$ cat src/rtl/core/wse_pkg.sv
// ----------------------------------------------------------------------------
// wse_pkg
// Types and constants shared by the two-stage wash sequencer modules.
// ----------------------------------------------------------------------------
package wse_pkg;

  typedef enum logic [3:0] {
    PH_IDLE        = 4'd0,
    PH_ARM         = 4'd1,
    PH_FILL1       = 4'd2,
    PH_SOAK1       = 4'd3,
    PH_DELAY1      = 4'd4,
    PH_HANDOFF1    = 4'd5,
    PH_DRAIN1      = 4'd7,
    PH_REFILL_WAIT = 4'd8,
    PH_FILL2       = 4'd9,
    PH_SOAK2       = 4'd10,
    PH_DELAY2      = 4'd11,
    PH_HANDOFF2    = 4'd12,
    PH_DRAIN2      = 4'd13,
    PH_POST        = 4'd14,
    PH_FINISH      = 4'd15
  } phase_t;

  typedef enum logic [2:0] {
    CFG_PUMP_ON_LEVEL  = 3'd0,
    CFG_FIRST_TARGET   = 3'd1,
    CFG_SECOND_TARGET  = 3'd2,
    CFG_SOAK_TIME      = 3'd3,
    CFG_STEP_DELAY     = 3'd4,
    CFG_LOW_FILL_TO    = 3'd5,
    CFG_TOTAL_FILL_TO  = 3'd6,
    CFG_DRAIN_WAIT_TO  = 3'd7
  } cfg_index_t;

  localparam int unsigned LEVEL_W = 12;
  localparam int unsigned DUR_W   = 20;
  localparam int unsigned TIME_W  = 32;
  localparam int unsigned CFG_W   = 20;

  localparam logic [1:0] DRAIN_NONE  = 2'd0;
  localparam logic [1:0] DRAIN_SET   = 2'd1;
  localparam logic [1:0] DRAIN_CLEAR = 2'd2;

  localparam logic [2:0] ABORT_NONE      = 3'd0;
  localparam logic [2:0] ABORT_LOW1      = 3'd1;
  localparam logic [2:0] ABORT_TOTAL1    = 3'd2;
  localparam logic [2:0] ABORT_DRAIN1    = 3'd3;
  localparam logic [2:0] ABORT_LOW2      = 3'd4;
  localparam logic [2:0] ABORT_TOTAL2    = 3'd5;
  localparam logic [2:0] ABORT_DRAIN2    = 3'd6;

  localparam int unsigned ACT_INLET  = 0;
  localparam int unsigned ACT_PUMP   = 1;
  localparam int unsigned ACT_CIRC   = 2;
  localparam int unsigned ACT_OUTLET = 3;

  typedef struct packed {
    logic [LEVEL_W-1:0] pump_on_level;
    logic [LEVEL_W-1:0] first_fill_target;
    logic [LEVEL_W-1:0] second_fill_target;
    logic [DUR_W-1:0]   soak_time_ms;
    logic [DUR_W-1:0]   step_delay_ms;
    logic [DUR_W-1:0]   low_fill_timeout_ms;
    logic [DUR_W-1:0]   total_fill_timeout_ms;
    logic [DUR_W-1:0]   drain_wait_timeout_ms;
  } cfg_t;

  typedef struct packed {
    logic               start_request;
    logic [LEVEL_W-1:0] level;
    logic               drain_busy;
    logic [TIME_W-1:0]  now_ms;
  } in_item_t;

  typedef struct packed {
    logic       inlet_valve;
    logic       circ_pump;
    logic       circ_valve;
    logic       outlet_valve;
    logic       sample_enable;
    logic       pump_permit;
    logic [1:0] drain_command;
    logic       clear_start;
    logic [2:0] abort_code;
    logic [3:0] phase;
  } out_item_t;

endpackage

$ cat src/rtl/core/wse_in_if.sv
// ----------------------------------------------------------------------------
// wse_in_if
// Valid/ready channel that carries one task tick word.
// ----------------------------------------------------------------------------
interface wse_in_if;
  logic              valid;
  logic              ready;
  wse_pkg::in_item_t payload;

  modport source (output valid, output payload, input ready);
  modport sink   (input valid, input payload, output ready);
endinterface

$ cat src/rtl/core/wse_out_if.sv
// ----------------------------------------------------------------------------
// wse_out_if
// Valid/ready channel that carries one sequencer result word.
// ----------------------------------------------------------------------------
interface wse_out_if;
  logic               valid;
  logic               ready;
  wse_pkg::out_item_t payload;

  modport source (output valid, output payload, input ready);
  modport sink   (input valid, input payload, output ready);
endinterface

$ cat src/rtl/core/two_stage_wash_sequencer.sv
// ----------------------------------------------------------------------------
// two_stage_wash_sequencer
// Fifteen-phase two-stage wash sequencer: one task tick in, one actuator and
// status word out.
//
//   Channel  Direction  Handshake          Word
//   in_ch    sink       valid/ready        start, level, drain busy, now_ms
//   out_ch   source     valid/ready        actuators, drain cmd, abort, phase
//   cfg_*    sink       write enable only  register index, 20-bit data
//
// A new tick is taken every cycle while the result word is not stalled.
// The result word of an accepted tick is held in the result register and
// shows on out_ch in the cycle after the tick is accepted.
// A stalled result holds the input off only until it is taken; the input
// is accepted in the same cycle that the held word leaves.
// Reset is synchronous and puts the sequencer in idle with default registers.
// ----------------------------------------------------------------------------
module two_stage_wash_sequencer (
  input  logic                      clk,
  input  logic                      rst_n,
  wse_in_if.sink                    in_ch,
  wse_out_if.source                 out_ch,
  input  logic                      cfg_we,
  input  logic [2:0]                cfg_index,
  input  logic [wse_pkg::CFG_W-1:0] cfg_wdata
);

  wse_pkg::cfg_t      cfg;
  wse_pkg::out_item_t result;
  logic               free;
  logic               accept;

  assign in_ch.ready = free;
  assign accept      = in_ch.valid && free;

  wse_cfg_regs u_cfg (
    .clk       (clk),
    .rst_n     (rst_n),
    .cfg_we    (cfg_we),
    .cfg_index (cfg_index),
    .cfg_wdata (cfg_wdata),
    .cfg       (cfg)
  );

  wse_seq_core u_core (
    .clk    (clk),
    .rst_n  (rst_n),
    .accept (accept),
    .item   (in_ch.payload),
    .cfg    (cfg),
    .result (result)
  );

  wse_out_reg u_out (
    .clk       (clk),
    .rst_n     (rst_n),
    .load      (accept),
    .load_data (result),
    .take      (out_ch.ready),
    .free      (free),
    .valid     (out_ch.valid),
    .data      (out_ch.payload)
  );

endmodule

$ cat src/rtl/core/wse_cfg_regs.sv
// ----------------------------------------------------------------------------
// wse_cfg_regs
// Configuration register file with reset defaults and a plain write port.
// ----------------------------------------------------------------------------
module wse_cfg_regs (
  input  logic                       clk,
  input  logic                       rst_n,
  input  logic                       cfg_we,
  input  logic [2:0]                 cfg_index,
  input  logic [wse_pkg::CFG_W-1:0]  cfg_wdata,
  output wse_pkg::cfg_t              cfg
);

  wse_pkg::cfg_t cfg_r;
  wse_pkg::cfg_t cfg_nxt;

  always_comb begin
    cfg_nxt = cfg_r;
    if (cfg_we) begin
      unique case (wse_pkg::cfg_index_t'(cfg_index))
        wse_pkg::CFG_PUMP_ON_LEVEL: begin
          cfg_nxt.pump_on_level = cfg_wdata[wse_pkg::LEVEL_W-1:0];
        end
        wse_pkg::CFG_FIRST_TARGET: begin
          cfg_nxt.first_fill_target = cfg_wdata[wse_pkg::LEVEL_W-1:0];
        end
        wse_pkg::CFG_SECOND_TARGET: begin
          cfg_nxt.second_fill_target = cfg_wdata[wse_pkg::LEVEL_W-1:0];
        end
        wse_pkg::CFG_SOAK_TIME: begin
          cfg_nxt.soak_time_ms = cfg_wdata[wse_pkg::DUR_W-1:0];
        end
        wse_pkg::CFG_STEP_DELAY: begin
          cfg_nxt.step_delay_ms = cfg_wdata[wse_pkg::DUR_W-1:0];
        end
        wse_pkg::CFG_LOW_FILL_TO: begin
          cfg_nxt.low_fill_timeout_ms = cfg_wdata[wse_pkg::DUR_W-1:0];
        end
        wse_pkg::CFG_TOTAL_FILL_TO: begin
          cfg_nxt.total_fill_timeout_ms = cfg_wdata[wse_pkg::DUR_W-1:0];
        end
        wse_pkg::CFG_DRAIN_WAIT_TO: begin
          cfg_nxt.drain_wait_timeout_ms = cfg_wdata[wse_pkg::DUR_W-1:0];
        end
        default: begin
        end
      endcase
    end
  end

  always_ff @(posedge clk) begin
    if (!rst_n) begin
      cfg_r.pump_on_level         <= 12'd1000;
      cfg_r.first_fill_target     <= 12'd2000;
      cfg_r.second_fill_target    <= 12'd3000;
      cfg_r.soak_time_ms          <= 20'd60000;
      cfg_r.step_delay_ms         <= 20'd12000;
      cfg_r.low_fill_timeout_ms   <= 20'd30000;
      cfg_r.total_fill_timeout_ms <= 20'd120000;
      cfg_r.drain_wait_timeout_ms <= 20'd90000;
    end else begin
      cfg_r <= cfg_nxt;
    end
  end

  assign cfg = cfg_r;

endmodule

$ cat src/rtl/core/wse_seq_core.sv
// ----------------------------------------------------------------------------
// wse_seq_core
// Sequencer state and the per-tick transition logic; the state advances on
// every accepted word and the result word is formed in the same cycle.
// ----------------------------------------------------------------------------
module wse_seq_core (
  input  logic               clk,
  input  logic               rst_n,
  input  logic               accept,
  input  wse_pkg::in_item_t  item,
  input  wse_pkg::cfg_t      cfg,
  output wse_pkg::out_item_t result
);

  wse_pkg::phase_t                phase_r;
  wse_pkg::phase_t                phase_nxt;
  logic [wse_pkg::TIME_W-1:0]     start_ms_r;
  logic [wse_pkg::TIME_W-1:0]     start_ms_nxt;
  logic                           permit_r;
  logic                           permit_nxt;
  logic [3:0]                     act_r;
  logic [3:0]                     act_nxt;
  logic                           sample_r;
  logic                           sample_nxt;
  logic [1:0]                     drain_cmd;
  logic                           clr;
  logic [2:0]                     code;

  logic [wse_pkg::TIME_W-1:0]     elapsed;
  logic                           soak_done;
  logic                           step_done;
  logic                           low_done;
  logic                           total_done;
  logic                           drain_done;
  logic                           lvl_hi;
  logic                           low_to;
  logic                           fill_abort;
  logic                           fill_done;
  logic                           is_fill2;
  logic [wse_pkg::LEVEL_W-1:0]    target;
  logic                           fill_permit;

  assign elapsed    = item.now_ms - start_ms_r;
  assign soak_done  = elapsed >= {12'd0, cfg.soak_time_ms};
  assign step_done  = elapsed >= {12'd0, cfg.step_delay_ms};
  assign low_done   = elapsed >= {12'd0, cfg.low_fill_timeout_ms};
  assign total_done = elapsed >= {12'd0, cfg.total_fill_timeout_ms};
  assign drain_done = elapsed >= {12'd0, cfg.drain_wait_timeout_ms};

  assign is_fill2    = (phase_r == wse_pkg::PH_FILL2);
  assign target      = is_fill2 ? cfg.second_fill_target : cfg.first_fill_target;
  assign lvl_hi      = item.level > cfg.pump_on_level;
  assign low_to      = !lvl_hi && low_done;
  assign fill_abort  = low_to || total_done;
  assign fill_done   = item.level >= target;
  assign fill_permit = permit_r | lvl_hi;

  always_comb begin
    phase_nxt = phase_r;
    if (!item.start_request) begin
      phase_nxt = wse_pkg::PH_IDLE;
    end else begin
      unique case (phase_r)
        wse_pkg::PH_IDLE: begin
          phase_nxt = wse_pkg::PH_ARM;
        end
        wse_pkg::PH_ARM: begin
          phase_nxt = wse_pkg::PH_FILL1;
        end
        wse_pkg::PH_FILL1: begin
          if (fill_abort) begin
            phase_nxt = wse_pkg::PH_IDLE;
          end else if (fill_done) begin
            phase_nxt = wse_pkg::PH_SOAK1;
          end
        end
        wse_pkg::PH_FILL2: begin
          if (fill_abort) begin
            phase_nxt = wse_pkg::PH_IDLE;
          end else if (fill_done) begin
            phase_nxt = wse_pkg::PH_SOAK2;
          end
        end
        wse_pkg::PH_SOAK1: begin
          if (soak_done) phase_nxt = wse_pkg::PH_DELAY1;
        end
        wse_pkg::PH_SOAK2: begin
          if (soak_done) phase_nxt = wse_pkg::PH_DELAY2;
        end
        wse_pkg::PH_DELAY1: begin
          if (step_done) phase_nxt = wse_pkg::PH_HANDOFF1;
        end
        wse_pkg::PH_DELAY2: begin
          if (step_done) phase_nxt = wse_pkg::PH_HANDOFF2;
        end
        wse_pkg::PH_HANDOFF1: begin
          if (step_done) phase_nxt = wse_pkg::PH_DRAIN1;
        end
        wse_pkg::PH_HANDOFF2: begin
          if (step_done) phase_nxt = wse_pkg::PH_DRAIN2;
        end
        wse_pkg::PH_DRAIN1: begin
          if (!item.drain_busy) begin
            phase_nxt = wse_pkg::PH_REFILL_WAIT;
          end else if (drain_done) begin
            phase_nxt = wse_pkg::PH_IDLE;
          end
        end
        wse_pkg::PH_DRAIN2: begin
          if (!item.drain_busy) begin
            phase_nxt = wse_pkg::PH_POST;
          end else if (drain_done) begin
            phase_nxt = wse_pkg::PH_IDLE;
          end
        end
        wse_pkg::PH_REFILL_WAIT: begin
          if (step_done) phase_nxt = wse_pkg::PH_FILL2;
        end
        wse_pkg::PH_POST: begin
          if (step_done) phase_nxt = wse_pkg::PH_FINISH;
        end
        wse_pkg::PH_FINISH: begin
          if (step_done) phase_nxt = wse_pkg::PH_IDLE;
        end
        default: begin
          phase_nxt = wse_pkg::PH_IDLE;
        end
      endcase
    end
  end

  always_comb begin
    start_ms_nxt = start_ms_r;
    permit_nxt   = permit_r;
    act_nxt      = act_r;
    sample_nxt   = sample_r;
    drain_cmd    = wse_pkg::DRAIN_NONE;
    clr          = 1'b0;
    code         = wse_pkg::ABORT_NONE;
    if (!item.start_request) begin
      start_ms_nxt = '0;
      permit_nxt   = 1'b0;
      act_nxt      = '0;
      sample_nxt   = 1'b0;
    end else begin
      unique case (phase_r)
        wse_pkg::PH_IDLE: begin
        end
        wse_pkg::PH_ARM: begin
          act_nxt      = '0;
          permit_nxt   = 1'b0;
          sample_nxt   = 1'b1;
          start_ms_nxt = item.now_ms;
        end
        wse_pkg::PH_FILL1, wse_pkg::PH_FILL2: begin
          if (fill_abort) begin
            clr = 1'b1;
            if (low_to) begin
              code = is_fill2 ? wse_pkg::ABORT_LOW2 : wse_pkg::ABORT_LOW1;
            end else begin
              code = is_fill2 ? wse_pkg::ABORT_TOTAL2 : wse_pkg::ABORT_TOTAL1;
            end
            start_ms_nxt = '0;
            permit_nxt   = 1'b0;
            act_nxt      = '0;
            sample_nxt   = 1'b0;
          end else begin
            if (!is_fill2) begin
              act_nxt[wse_pkg::ACT_OUTLET] = 1'b0;
              act_nxt[wse_pkg::ACT_CIRC]   = 1'b0;
            end
            permit_nxt                  = fill_permit;
            act_nxt[wse_pkg::ACT_PUMP]  = fill_permit;
            act_nxt[wse_pkg::ACT_INLET] = !fill_done;
            if (fill_done) start_ms_nxt = item.now_ms;
          end
        end
        wse_pkg::PH_SOAK1, wse_pkg::PH_SOAK2: begin
          act_nxt[wse_pkg::ACT_PUMP] = permit_r;
          if (soak_done) begin
            permit_nxt                   = 1'b0;
            act_nxt[wse_pkg::ACT_PUMP]   = 1'b0;
            act_nxt[wse_pkg::ACT_OUTLET] = 1'b0;
            start_ms_nxt                 = item.now_ms;
          end
        end
        wse_pkg::PH_DELAY1, wse_pkg::PH_DELAY2: begin
          if (step_done) begin
            act_nxt[wse_pkg::ACT_CIRC] = 1'b1;
            start_ms_nxt               = item.now_ms;
          end
        end
        wse_pkg::PH_HANDOFF1, wse_pkg::PH_HANDOFF2: begin
          if (step_done) begin
            permit_nxt   = 1'b0;
            act_nxt      = '0;
            drain_cmd    = wse_pkg::DRAIN_SET;
            start_ms_nxt = item.now_ms;
          end
        end
        wse_pkg::PH_DRAIN1, wse_pkg::PH_DRAIN2: begin
          if (!item.drain_busy) begin
            start_ms_nxt = item.now_ms;
          end else if (drain_done) begin
            drain_cmd    = wse_pkg::DRAIN_CLEAR;
            clr          = 1'b1;
            code         = (phase_r == wse_pkg::PH_DRAIN1) ? wse_pkg::ABORT_DRAIN1
                                                          : wse_pkg::ABORT_DRAIN2;
            start_ms_nxt = '0;
            permit_nxt   = 1'b0;
            act_nxt      = '0;
            sample_nxt   = 1'b0;
          end
        end
        wse_pkg::PH_REFILL_WAIT: begin
          if (step_done) begin
            act_nxt[wse_pkg::ACT_INLET] = 1'b1;
            start_ms_nxt                = item.now_ms;
          end
        end
        wse_pkg::PH_POST: begin
        end
        wse_pkg::PH_FINISH: begin
          if (step_done) begin
            clr          = 1'b1;
            start_ms_nxt = '0;
            permit_nxt   = 1'b0;
            act_nxt      = '0;
            sample_nxt   = 1'b0;
          end
        end
        default: begin
          start_ms_nxt = '0;
          permit_nxt   = 1'b0;
          act_nxt      = '0;
          sample_nxt   = 1'b0;
        end
      endcase
    end
  end

  always_ff @(posedge clk) begin
    if (!rst_n) begin
      phase_r    <= wse_pkg::PH_IDLE;
      start_ms_r <= '0;
      permit_r   <= 1'b0;
      act_r      <= '0;
      sample_r   <= 1'b0;
    end else if (accept) begin
      phase_r    <= phase_nxt;
      start_ms_r <= start_ms_nxt;
      permit_r   <= permit_nxt;
      act_r      <= act_nxt;
      sample_r   <= sample_nxt;
    end
  end

  always_comb begin
    result.inlet_valve   = act_nxt[wse_pkg::ACT_INLET];
    result.circ_pump     = act_nxt[wse_pkg::ACT_PUMP];
    result.circ_valve    = act_nxt[wse_pkg::ACT_CIRC];
    result.outlet_valve  = act_nxt[wse_pkg::ACT_OUTLET];
    result.sample_enable = sample_nxt;
    result.pump_permit   = permit_nxt;
    result.drain_command = drain_cmd;
    result.clear_start   = clr;
    result.abort_code    = code;
    result.phase         = phase_nxt;
  end

endmodule

$ cat src/rtl/core/wse_out_reg.sv
// ----------------------------------------------------------------------------
// wse_out_reg
// Result register; it can reload in the same cycle in which its word is taken.
// ----------------------------------------------------------------------------
module wse_out_reg (
  input  logic               clk,
  input  logic               rst_n,
  input  logic               load,
  input  wse_pkg::out_item_t load_data,
  input  logic               take,
  output logic               free,
  output logic               valid,
  output wse_pkg::out_item_t data
);

  logic               valid_r;
  logic               valid_nxt;
  wse_pkg::out_item_t data_r;

  assign free      = !valid_r || take;
  assign valid_nxt = load || (valid_r && !take);

  always_ff @(posedge clk) begin
    if (!rst_n) begin
      valid_r <= 1'b0;
    end else begin
      valid_r <= valid_nxt;
    end
  end

  always_ff @(posedge clk) begin
    if (load) begin
      data_r <= load_data;
    end
  end

  assign valid = valid_r;
  assign data  = data_r;

endmodule
$ cat src/flat_wrapper.sv
// flat-port wrapper written by rule: the top's interface ports become plain ports
module two_stage_wash_sequencer_flat 
  (clk, rst_n, cfg_we, cfg_index, cfg_wdata, in_ch_valid, in_ch_payload, in_ch_ready, out_ch_valid, out_ch_payload, out_ch_ready);
  wse_in_if in_ch_i ();
  wse_out_if out_ch_i ();
  input  logic clk;
  input  logic rst_n;
  input  logic cfg_we;
  input  logic [2:0] cfg_index;
  input  logic [wse_pkg::CFG_W-1:0] cfg_wdata;
  input wire logic [$bits(in_ch_i.valid)-1:0] in_ch_valid;
  input wire logic [$bits(in_ch_i.payload)-1:0] in_ch_payload;
  output wire logic [$bits(in_ch_i.ready)-1:0] in_ch_ready;
  output wire logic [$bits(out_ch_i.valid)-1:0] out_ch_valid;
  output wire logic [$bits(out_ch_i.payload)-1:0] out_ch_payload;
  input wire logic [$bits(out_ch_i.ready)-1:0] out_ch_ready;
  assign in_ch_i.valid = in_ch_valid;
  assign in_ch_i.payload = in_ch_payload;
  assign in_ch_ready = in_ch_i.ready;
  assign out_ch_valid = out_ch_i.valid;
  assign out_ch_payload = out_ch_i.payload;
  assign out_ch_i.ready = out_ch_ready;
  two_stage_wash_sequencer u_core (.clk(clk), .rst_n(rst_n), .in_ch(in_ch_i), .out_ch(out_ch_i), .cfg_we(cfg_we), .cfg_index(cfg_index), .cfg_wdata(cfg_wdata));
endmodule
$ cat config.mk
export PLATFORM = sky130hd
export DESIGN_NAME = two_stage_wash_sequencer_flat
export DESIGN_NICKNAME = d
export VERILOG_FILES = /design/src/rtl/core/wse_pkg.sv /design/src/rtl/core/wse_in_if.sv /design/src/rtl/core/wse_out_if.sv /design/src/rtl/core/two_stage_wash_sequencer.sv /design/src/rtl/core/wse_cfg_regs.sv /design/src/rtl/core/wse_seq_core.sv /design/src/rtl/core/wse_out_reg.sv /design/src/flat_wrapper.sv
export SDC_FILE = /design/constraint.sdc
export NUM_CORES = 1
export LEC_CHECK = 0
export BUFFER_PORTS_ARGS = -buffer_cell sky130_fd_sc_hd__buf_2
export CAP_MARGIN = 15
export CORE_AREA = 2 2 231 233
export CTS_CLUSTER_SIZE = 16
export DETAILED_ROUTE_END_ITERATION = 8
export DIE_AREA = 0 0 233 235
export GPL_TIMING_DRIVEN = 0
export PLACE_DENSITY_LB_ADDON = 0.2
export SLEW_MARGIN = 20
export SYNTH_ARGS = -nofsm -noshare
export SYNTH_HDL_FRONTEND = slang
export SYNTH_SLANG_ARGS = --single-unit
export TNS_END_PERCENT = 100
$ cat constraint.sdc
create_clock -name clk -period 6.57 [get_ports clk]
set_input_delay 0.657 -clock clk [delete_from_list [all_inputs] [get_ports clk]]
set_output_delay 0.657 -clock clk [all_outputs]
set_load 0.02 [all_outputs]
==> impl_results.md, run 1 <==
* Fraction of final layout cells with drive strength greater than 1 at 9.49%
* Transition time of the tightest slew-check pin at 1.00 ns
* Post-detailed-route via-to-cell ratio at 4.81
* Maximum vdd drop at 0.178 mV
* Count of pins over their slew limit at 0
* Area after detailed placement at 0.0142 mm2
* Post-synth net total at roughly 1.9k
* CTS Buf Count at 17
* Clk Tree Root Cell: clkbuf_16
* Hold bufs inserted after CTS at 0
* First-pass GRT wire length at approximately 64000 um
* Number of diodes added for antenna fixing at 0
* Placer's final routability congestion estimate at 0.874
* Slowest cell delay on critical path at about 0.8 ns
* Antenna violations before repair at 3
* Unrepaired setup endpoints after global routing: false
* Portion of synthesized cell area occupied by the leading cell type at 27.7%
* Number of nets at the end of the flow at around 2k
* Vias after detailed routing at 11.6k
* Largest cells by area after synthesis: dfxtp_1, ha_1, nand2_1
* Worst Hold Endpoint: u_core.u_core.start_ms_r[0]
* Worst path required time at roughly 7 ns
* Gate count of the mapped netlist at 1620
* Total number of H-tree levels at 4
* Detailed-routing iteration count for the pre-antenna-repair pass at 5
* Worst Hold Launch: in_ch_payload[0]
* Share of synthesized flip-flops with an asynchronous set or reset at 0%
* Kind of capture point of the worst setup path: flip-flop
* Worst Hold Margin at 0.425 ns
* Area inside the core boundary at 0.0522 mm2
* Data arrival time of the critical path at 6.70 ns
* Hold/Removal Path Class: in -> reg
* Leakage power summed over all cells at 0.00593 uW
* Top achievable clock speed at approximately 160 MHz
* Power per Cell Area at 196 mW/mm2
* Routed wirelength normalized by instance count at 16.9 um
* Post-Synthesis Mean Instance Area at 7.99 um2
* Worst hold path depth at 2
* Die width at between 200 and 250 um
* Post-route design area at 0.0148 mm2
* Post-layout total power at just under 3000 uW
* Count of input and output buffers at 75
* Global route total overflow at 0
* Vias in the first global route at 11.2k
* Startpoint of the most critical register-to-register path: u_core.u_core.start_ms_r[12]
* Startpoint type of the worst setup path: flip-flop
* Most area-hungry cell type in the Yosys netlist: dfxtp_1
* Dpl hpwl at 32600 um
* Count of warnings emitted by yosys at 0
* Clock slew at the register clock pins of the worst setup and hold paths at 0.07 ns
* Insertion delay to the later sink of the worst-skew pair at 0.47 ns
* Register area share after synthesis at 31.4%
* Wire length after detailed routing at 40900 um
* Total of max-cap violations at 0
* Layout overhead on the synthesized area at 14.5%
* Number of distinct standard cells referenced by the synthesized netlist at 82
* Die boundary height at around 240 um
* DRC errors left at 0
* Maximum fanout count along the critical path at 10
* Max-slew headroom at the worst pin at 33.3%
* All-Layer GR Usage at 15.0%
* Final critical delay including setup and external delays at 6.30 ns
* Status: complete, no violations
* Clock Skew at ~0.015 ns
* Number of primary I/O pins at 92
* Crit-path slowest cell: o221ai_1
* Violation count after the first detailed-routing iteration at 767
* Category of the most critical setup path: reg -> reg
* Dominant synthesized flop cell: dfxtp_1
* Clock tree from TritonCTS: yes
* Placement row count at 84
* Die outline area at around 0.055 mm2
* Area of the mapped netlist at between 0.01 and 0.015 mm2
* Total of flip-flops plus latches after synthesis at 195
* Maximum count of clock buffers along a single path at 2
* Worst reg2reg setup slack at 0.27 ns
* Setup violation total in the final timing report at 0
* Fin. Hold Viols at 0
* Period utilization at 95.8%
* Cells on worst reg2reg path at 21
* Antenna Nets Post-Route at 0
* Effective utilization at floorplan at 24.8%
* Clock sink count at 195
* EDFF count, synth at 16
* Largest net degree at the start of global routing at 26
* Worst-path cell chain: inv_1 > ha_1 > buf_2 > a21oi_1 > o21ai_0 > a31o_1 > or2_2 > a31oi_1 > o21ai_0 > xor2_1 > ha_1 > a211o_1 > o22ai_1 > a41o_1 > o221ai_1 > a211oi_4 > a211oi_1 > o221ai_2 > a211oi_4 > buf_6 > a22o_1
* End of the worst register-to-register path: u_core.u_core.start_ms_r[27]
## power by group
group / internal [uW] / switching (uW)
Sequential: 1230 / 10.1
Clock: 537 / 539
Combinational: 216 / 379
## worst max-delay path: cells and delay by family (launching register included)
| kind | cells | cell delay [ns] |
|---|---|---|
| DFF | 1 | 0.34 |
| and+or+nand+nor | 1 | 0.35 |
| AOI/OAI and AO/OA | 14 | 3.89 |
| adders and majority gates | 2 | 0.57 |
| xor gates and xnor gates | 1 | 0.64 |
| buffers and inverters | 3 | 0.45 |
## state kept, by name (all words and copies together) (netlist names)
| register | count |
|---|---|
| u_core.u_core.start_ms_r | 32 |
| u_core.u_out.valid | 1 |
| u_core.u_core.phase_r | 4 |
| u_core.u_cfg.cfg | 136 |
| u_core.u_core.permit_r | 1 |
| u_core.u_core.sample_r | 1 |
| u_core.u_out.data | 16 |
| u_core.u_core.act_r | 4 |
## metrics by stage
step	std cells	util, %	setup WS (ns)	TNS (ns)
after global placement	2383	27.2	-0.611	-18.72
after detailed placement	2383	27.2	-0.518	-15.39
after floorplan	1620	-	1.41	0
after CTS	2415	28.3	0.0757	0
after global routing	2417	28.4	0.0109	0
final	2417	28.4	0.274	0
## layer usage
metal	GRT usage, %	routed length [um]
met1	20.0	19700
met2	25.0	19100
met3	2.71	1500
met4	3.36	551
met5	0	12
## synthesized netlist by cell type, types with 27 or more instances
master,instances
nor2_1,68
inv_1,158
ha_1,156
nand4_1,28
o211ai_1,52
a22o_1,32
a21o_1,27
dfxtp_1,179
a21boi_0,83
nand3_1,34
nand2_1,315
clkbuf_1,60
a21oi_1,82
o21ai_0,54
## worst max-delay path by stage
stage,start,endpoint,slack [ns],cells past startpoint
2_1_floorplan,in_ch_payload[0],u_core.u_core.start_ms_r[0],1.41,21
3_3_place_gp,in_ch_payload[12],u_core.u_core.start_ms_r[2],-0.61,22
3_5_place_dp,in_ch_payload[0],u_core.u_core.start_ms_r[1],-0.52,22
4_1_cts,u_core.u_core.start_ms_r[12],u_core.u_core.start_ms_r[27],0.08,22
5_1_grt,u_core.u_core.start_ms_r[12],u_core.u_core.start_ms_r[1],0.01,21
6_report,u_core.u_core.start_ms_r[12],u_core.u_core.start_ms_r[27],0.27,21
## timing repair
item / CTS / global route
cloned: 0 / 0
pin swaps: 0 / 1
endpoints found under the setup margin: 30 / 32
resized for setup: 1 / 4
buffers inserted: 0 / 3
## layout make-up
type | instances | area (um2)
buffer | 86 | 400
clock buffer | 19 | 433
clock inverter | 13 | 141
fill | 5642 | 37400
inverter | 161 | 604
multi-input combinational | 1177 | 7920
sequential | 195 | 4060
tap | 688 | 861
timing repair buffer | 78 | 398
## cells in the final DEF (no fill, tap or decap), types with 9 or more instances in the layout
| master | synthesis | final |
|---|---|---|
| buf_4 | 6 | 9 |
| nor2_1 | 68 | 68 |
| nand3_1 | 34 | 34 |
| a21o_1 | 27 | 27 |
| a21boi_0 | 83 | 83 |
| o22ai_1 | 9 | 9 |
| clkbuf_1 | 60 | 61 |
| o21bai_1 | 10 | 10 |
| a31oi_1 | 10 | 10 |
| xor2_1 | 11 | 10 |
| nand4_1 | 28 | 28 |
| mux2i_1 | 11 | 11 |
| o211ai_1 | 52 | 52 |
| a211oi_1 | 14 | 14 |
| inv_1 | 158 | 158 |
| o21ai_0 | 54 | 54 |
| xnor2_1 | 13 | 11 |
| clkbuf_16 | 0 | 17 |
| edfxtp_1 | 16 | 16 |
| o21a_1 | 16 | 16 |
| nor2b_1 | 9 | 9 |
| nand2b_1 | 16 | 16 |
| ha_1 | 156 | 156 |
| nand2_1 | 315 | 315 |
| a22o_1 | 32 | 32 |
| o21ai_1 | 9 | 9 |
| dfxtp_1 | 179 | 179 |
| buf_2 | 7 | 82 |
| a21oi_1 | 82 | 82 |
## cell families (layout without fill, tap and decap cells)
logic type                 Yosys count  count (layout)  share of synthesized area, %
AOI/OAI and AO/OA                  468             468                          25.5
xor gates and xnor gates            24              24                          1.62
adders and majority gates          157             157                          15.2
buffers and inverters              248             357                          7.79
DFF                                195             195                          31.4
muxes                               13              13                          1.02
and+or+nand+nor                    515             515                          17.5
No activity file was read; power rests on OpenSTA's default activity.
==> inputs of run 2 (changes only) <==
- CORE_AREA: 2 2 231 233 -> 2 2 186 188
- DIE_AREA: 0 0 233 235 -> 0 0 188 190
==> run 2 against run 1 <==
Compared with the run above: clock power about the same; die area decreased by 35%; clock skew increased by 0.00056 ns; combinational power decreased by 1%; global-route usage increased by 6.1 points; final cell count decreased by 9.7%; first-iteration DRC count decreased by 2.2%; fmax increased by 0.93%; critical path type is now in -> reg; highest routed layer unchanged.
==> impl_results.md, run 2 (same netlist as run 1, synthesis figures left out) <==
* Global route total overflow at 0 (unchanged)
* Sw frac at 32.5% (+0.59 points)
* Total net switching power at 941 uW (+1.5%)
* Category of the most critical setup path: in -> reg
* Leakage power summed over all cells at 0.00591 uW (-0.20%)
* Wire length after detailed routing at 37400 um (-8.5%)
* Post-route design area at 0.0145 mm2 (-2.1%)
* Clk Tree Root Cell: clkbuf_16
* Hold bufs inserted after CTS at 0 (unchanged)
* Filler Cell Count at 3505 (-38%)
* Global-route track usage on met3 at 3.32% (+0.61 points)
* Unrepaired setup endpoints after global routing: false
* Max-slew headroom at the worst pin at 35.4% (+2.0 points)
* Fraction of power consumed by sequential logic at 42.7% (+0.2 points)
* Combined area of the multi-input logic cells at 0.00790 mm2 (-0.25%)
* Worst Hold Launch: in_ch_payload[19]
* Met1 track utilization from global routing at 28.2% (+8.2 points)
* Die boundary height at 190 um (-19%)
* Status: complete, no violations
* Total number of H-tree levels at 4 (unchanged)
* Effective utilization at floorplan at 38.1% (+13 points)
* Post-detailed-route via-to-cell ratio at 5.34 (+11%)
* Layout overhead on the synthesized area at 12.1%
* Setup violation total in the final timing report at 0 (unchanged)
* Clock tree from TritonCTS: yes
* DRC errors left at 0 (unchanged)
* First-pass GRT wire length at 59600 um (-6.7%)
* Transition time of the tightest slew-check pin at 0.967 ns (-0.0331 ns)
* Worst Hold Margin at 0.439 ns (+0.0143 ns)
* Antenna Nets Post-Route at 0 (unchanged)
* Count of pins over their slew limit at 0 (unchanged)
* Cells on worst reg2reg path at 20 (-4.8%)
* Clock power frac at 37.0% (about the same)
* Antenna violations before repair at 1 (-2)
* Clock slew at the register clock pins of the worst setup and hold paths at 0.08 ns (about the same)
* End of the worst register-to-register path: u_core.u_core.start_ms_r[24]
* Kind of capture point of the worst setup path: flip-flop
* Delay-heaviest family, CP: compound AO/OA/AOI/OAI gates
* Number of primary I/O pins at 92 (unchanged)
* Flip-flop count of the largest register, all copies and words added at 136 (unchanged)
* Area inside the core boundary at 0.0339 mm2 (-35%)
* Worst hold path depth at 2 (unchanged)
* Vias in the first global route at 11.2k (-0.54%)
* Cell depth of the worst setup path at 22 (+4.8%)
* Relative contribution of combinational cells to total power at 20.3% (-0.2 points)
* Routing usage on met2 at 36.0% (+11 points)
* Count of input and output buffers at 75 (unchanged)
* Most congested layer reported by global routing: met2
* Routed wirelength normalized by instance count at 17.1 um (+1.4%)
* Final critical delay including setup and external delays at 6.24 ns (-0.0583 ns)
* WP buf/inv at 4 (+1)
* Fin. Hold Viols at 0 (unchanged)
* Insertion delay to the later sink of the worst-skew pair at 0.46 ns (about the same)
* Startpoint of the most critical register-to-register path: u_core.u_core.start_ms_r[0]
* All-Layer GR Usage at 21.1% (+6.1 points)
* Period utilization at 94.9% (-0.89 points)
* Most frequent standard cell in the layout excluding fill and tap cells: nand2_1
* Data arrival time of the critical path at 6.63 ns (-0.07 ns)
* Dpl hpwl at 29300 um (-10%)
* Slowest cell delay on critical path at 0.64 ns (-0.16 ns)
* Maximum vdd drop at 0.195 mV (+9.9%)
* Internal portion of total power at 1950 uW (-1.2%)
* Maximum fanout count along the critical path at 10 (unchanged)
* Number of nets at the end of the flow at 1945 (-0.10%)
* Die outline area at 0.0357 mm2 (-35%)
* Most frequent cells in the layout: nand2_1, dfxtp_1, inv_1, ha_1, a21boi_0
* Worst Hold Endpoint: u_core.u_core.start_ms_r[19]
* Power per Cell Area at 200 mW/mm2 (+1.8%)
* Placement row count at 68 (-19%)
* Worst path required time at 6.96 ns (-0.02 ns)
* Total of max-cap violations at 0 (unchanged)
* Worst-path cell chain: buf_2 > inv_1 > ha_1 > inv_1 > fa_1 > a21o_1 > a311o_1 > nand3_1 > nand2_1 > a31oi_1 > xnor2_1 > ha_1 > a211o_1 > nor4_1 > a41o_1 > o221ai_1 > a211oi_4 > a211oi_1 > o221ai_2 > o211a_1 > buf_2 > a22o_1
* Violation count after the first detailed-routing iteration at 750 (-2.2%)
* Area after detailed placement at 0.0139 mm2 (-2.1%)
* Vias after detailed routing at 11.7k (+0.32%)
* Detailed-routing iteration count for the pre-antenna-repair pass at 5 (unchanged)
* Fraction of final layout cells with drive strength greater than 1 at 9.21% (-0.28 points)
* Crit-path slowest cell: a211oi_4
* Clock Skew at 0.0151 ns (+0.000563 ns)
* CTS Buf Count at 17 (unchanged)
* Hold/Removal Path Class: in -> reg
* Top achievable clock speed at 160 MHz (+0.93%)
* Die width at 188 um (-19%)
* Maximum count of clock buffers along a single path at 2 (unchanged)
* Placer's final routability congestion estimate at 0.928 (+6.1%)
* Number of diodes added for antenna fixing at 0 (unchanged)
* Largest net degree at the start of global routing at 26 (unchanged)
* Footprint of the flip-flops and latches at 0.00406 mm2 (unchanged)
* Startpoint type of the worst setup path: primary input
* Clock sink count at 195 (unchanged)
* Worst reg2reg setup slack at 0.35 ns (+0.08 ns)
run 2: changes by cell type in the layout (fill, tap and decap cells not counted), moves of 2 or more:
cell	before	now
clkinv_8	1	5
buf_4	9	6
clkinv_4	1	3
clkinvlp_4	2	0
run 2: metal layers:
layer	vias up	share of wire, %
met5	-	0.035
met4	2	1.3
met3	42	4.1
met2	268	47
met1	5467	47
li1	5872	-
run 2: what timing repair did:
item	4_1_cts	5_1_grt
setup buffers	0	0
setup endpoints to repair	0	30
gates resized for setup	0	2
run 2: power groups by stage:
stage               combinational [uW]  sequential [uW]  clock [uW]
floorplan                          388             1270           0
global placement                   568             1260           0
detailed placement                 580             1260           0
CTS                                584             1240        1100
global route                       658             1240        1140
finish                             587             1240        1070
run 2: metrics by stage:
step           utilization [%]  total power, uW  cells  worst slack, ns  setup TNS (ns)
4_1_cts                   42.7             2920   2182            0.265               0
3_3_place_gp              40.9             1830   2150           -0.212           -5.78
3_5_place_dp              41.0             1840   2150           -0.187           -5.08
2_1_floorplan                -             1660   1620             1.41               0
6_report                  42.7             2900   2182            0.332               0
5_1_grt                   42.7             3040   2182           0.0816               0
run 2: final cells by class:
cell class	count	share of cell area, %
multi-input combinational	1177	54.4
tap	455	3.92
clock inverter	14	1.14
inverter	161	4.16
sequential	195	28.0
buffer	87	2.78
clock buffer	18	2.96
timing repair buffer	75	2.59
run 2: worst max-delay path by stage:
| stage | slack (ns) | to | startpoint |
|---|---|---|---|
| floorplan | 1.41 | u_core.u_core.start_ms_r[0] | in_ch_payload[0] |
| global placement | -0.21 | u_core.u_core.start_ms_r[21] | in_ch_payload[12] |
| detailed placement | -0.19 | u_core.u_core.start_ms_r[27] | in_ch_payload[0] |
| CTS | 0.26 | u_core.u_core.start_ms_r[27] | u_core.u_core.start_ms_r[12] |
| global route | 0.08 | u_core.u_core.start_ms_r[22] | u_core.u_core.start_ms_r[0] |
| finish | 0.33 | u_core.u_core.start_ms_r[24] | in_ch_payload[0] |
run 2: worst register-to-register path, delay by kind of cell, from the launching register on:
family / cells / cell delay [ns]
DFF: 1 / 0.34
xor gates and xnor gates: 1 / 0.39
and+or+nand+nor: 3 / 0.50
buffers and inverters: 2 / 0.36
adders and majority gates: 3 / 0.96
AOI/OAI and AO/OA: 11 / 3.62
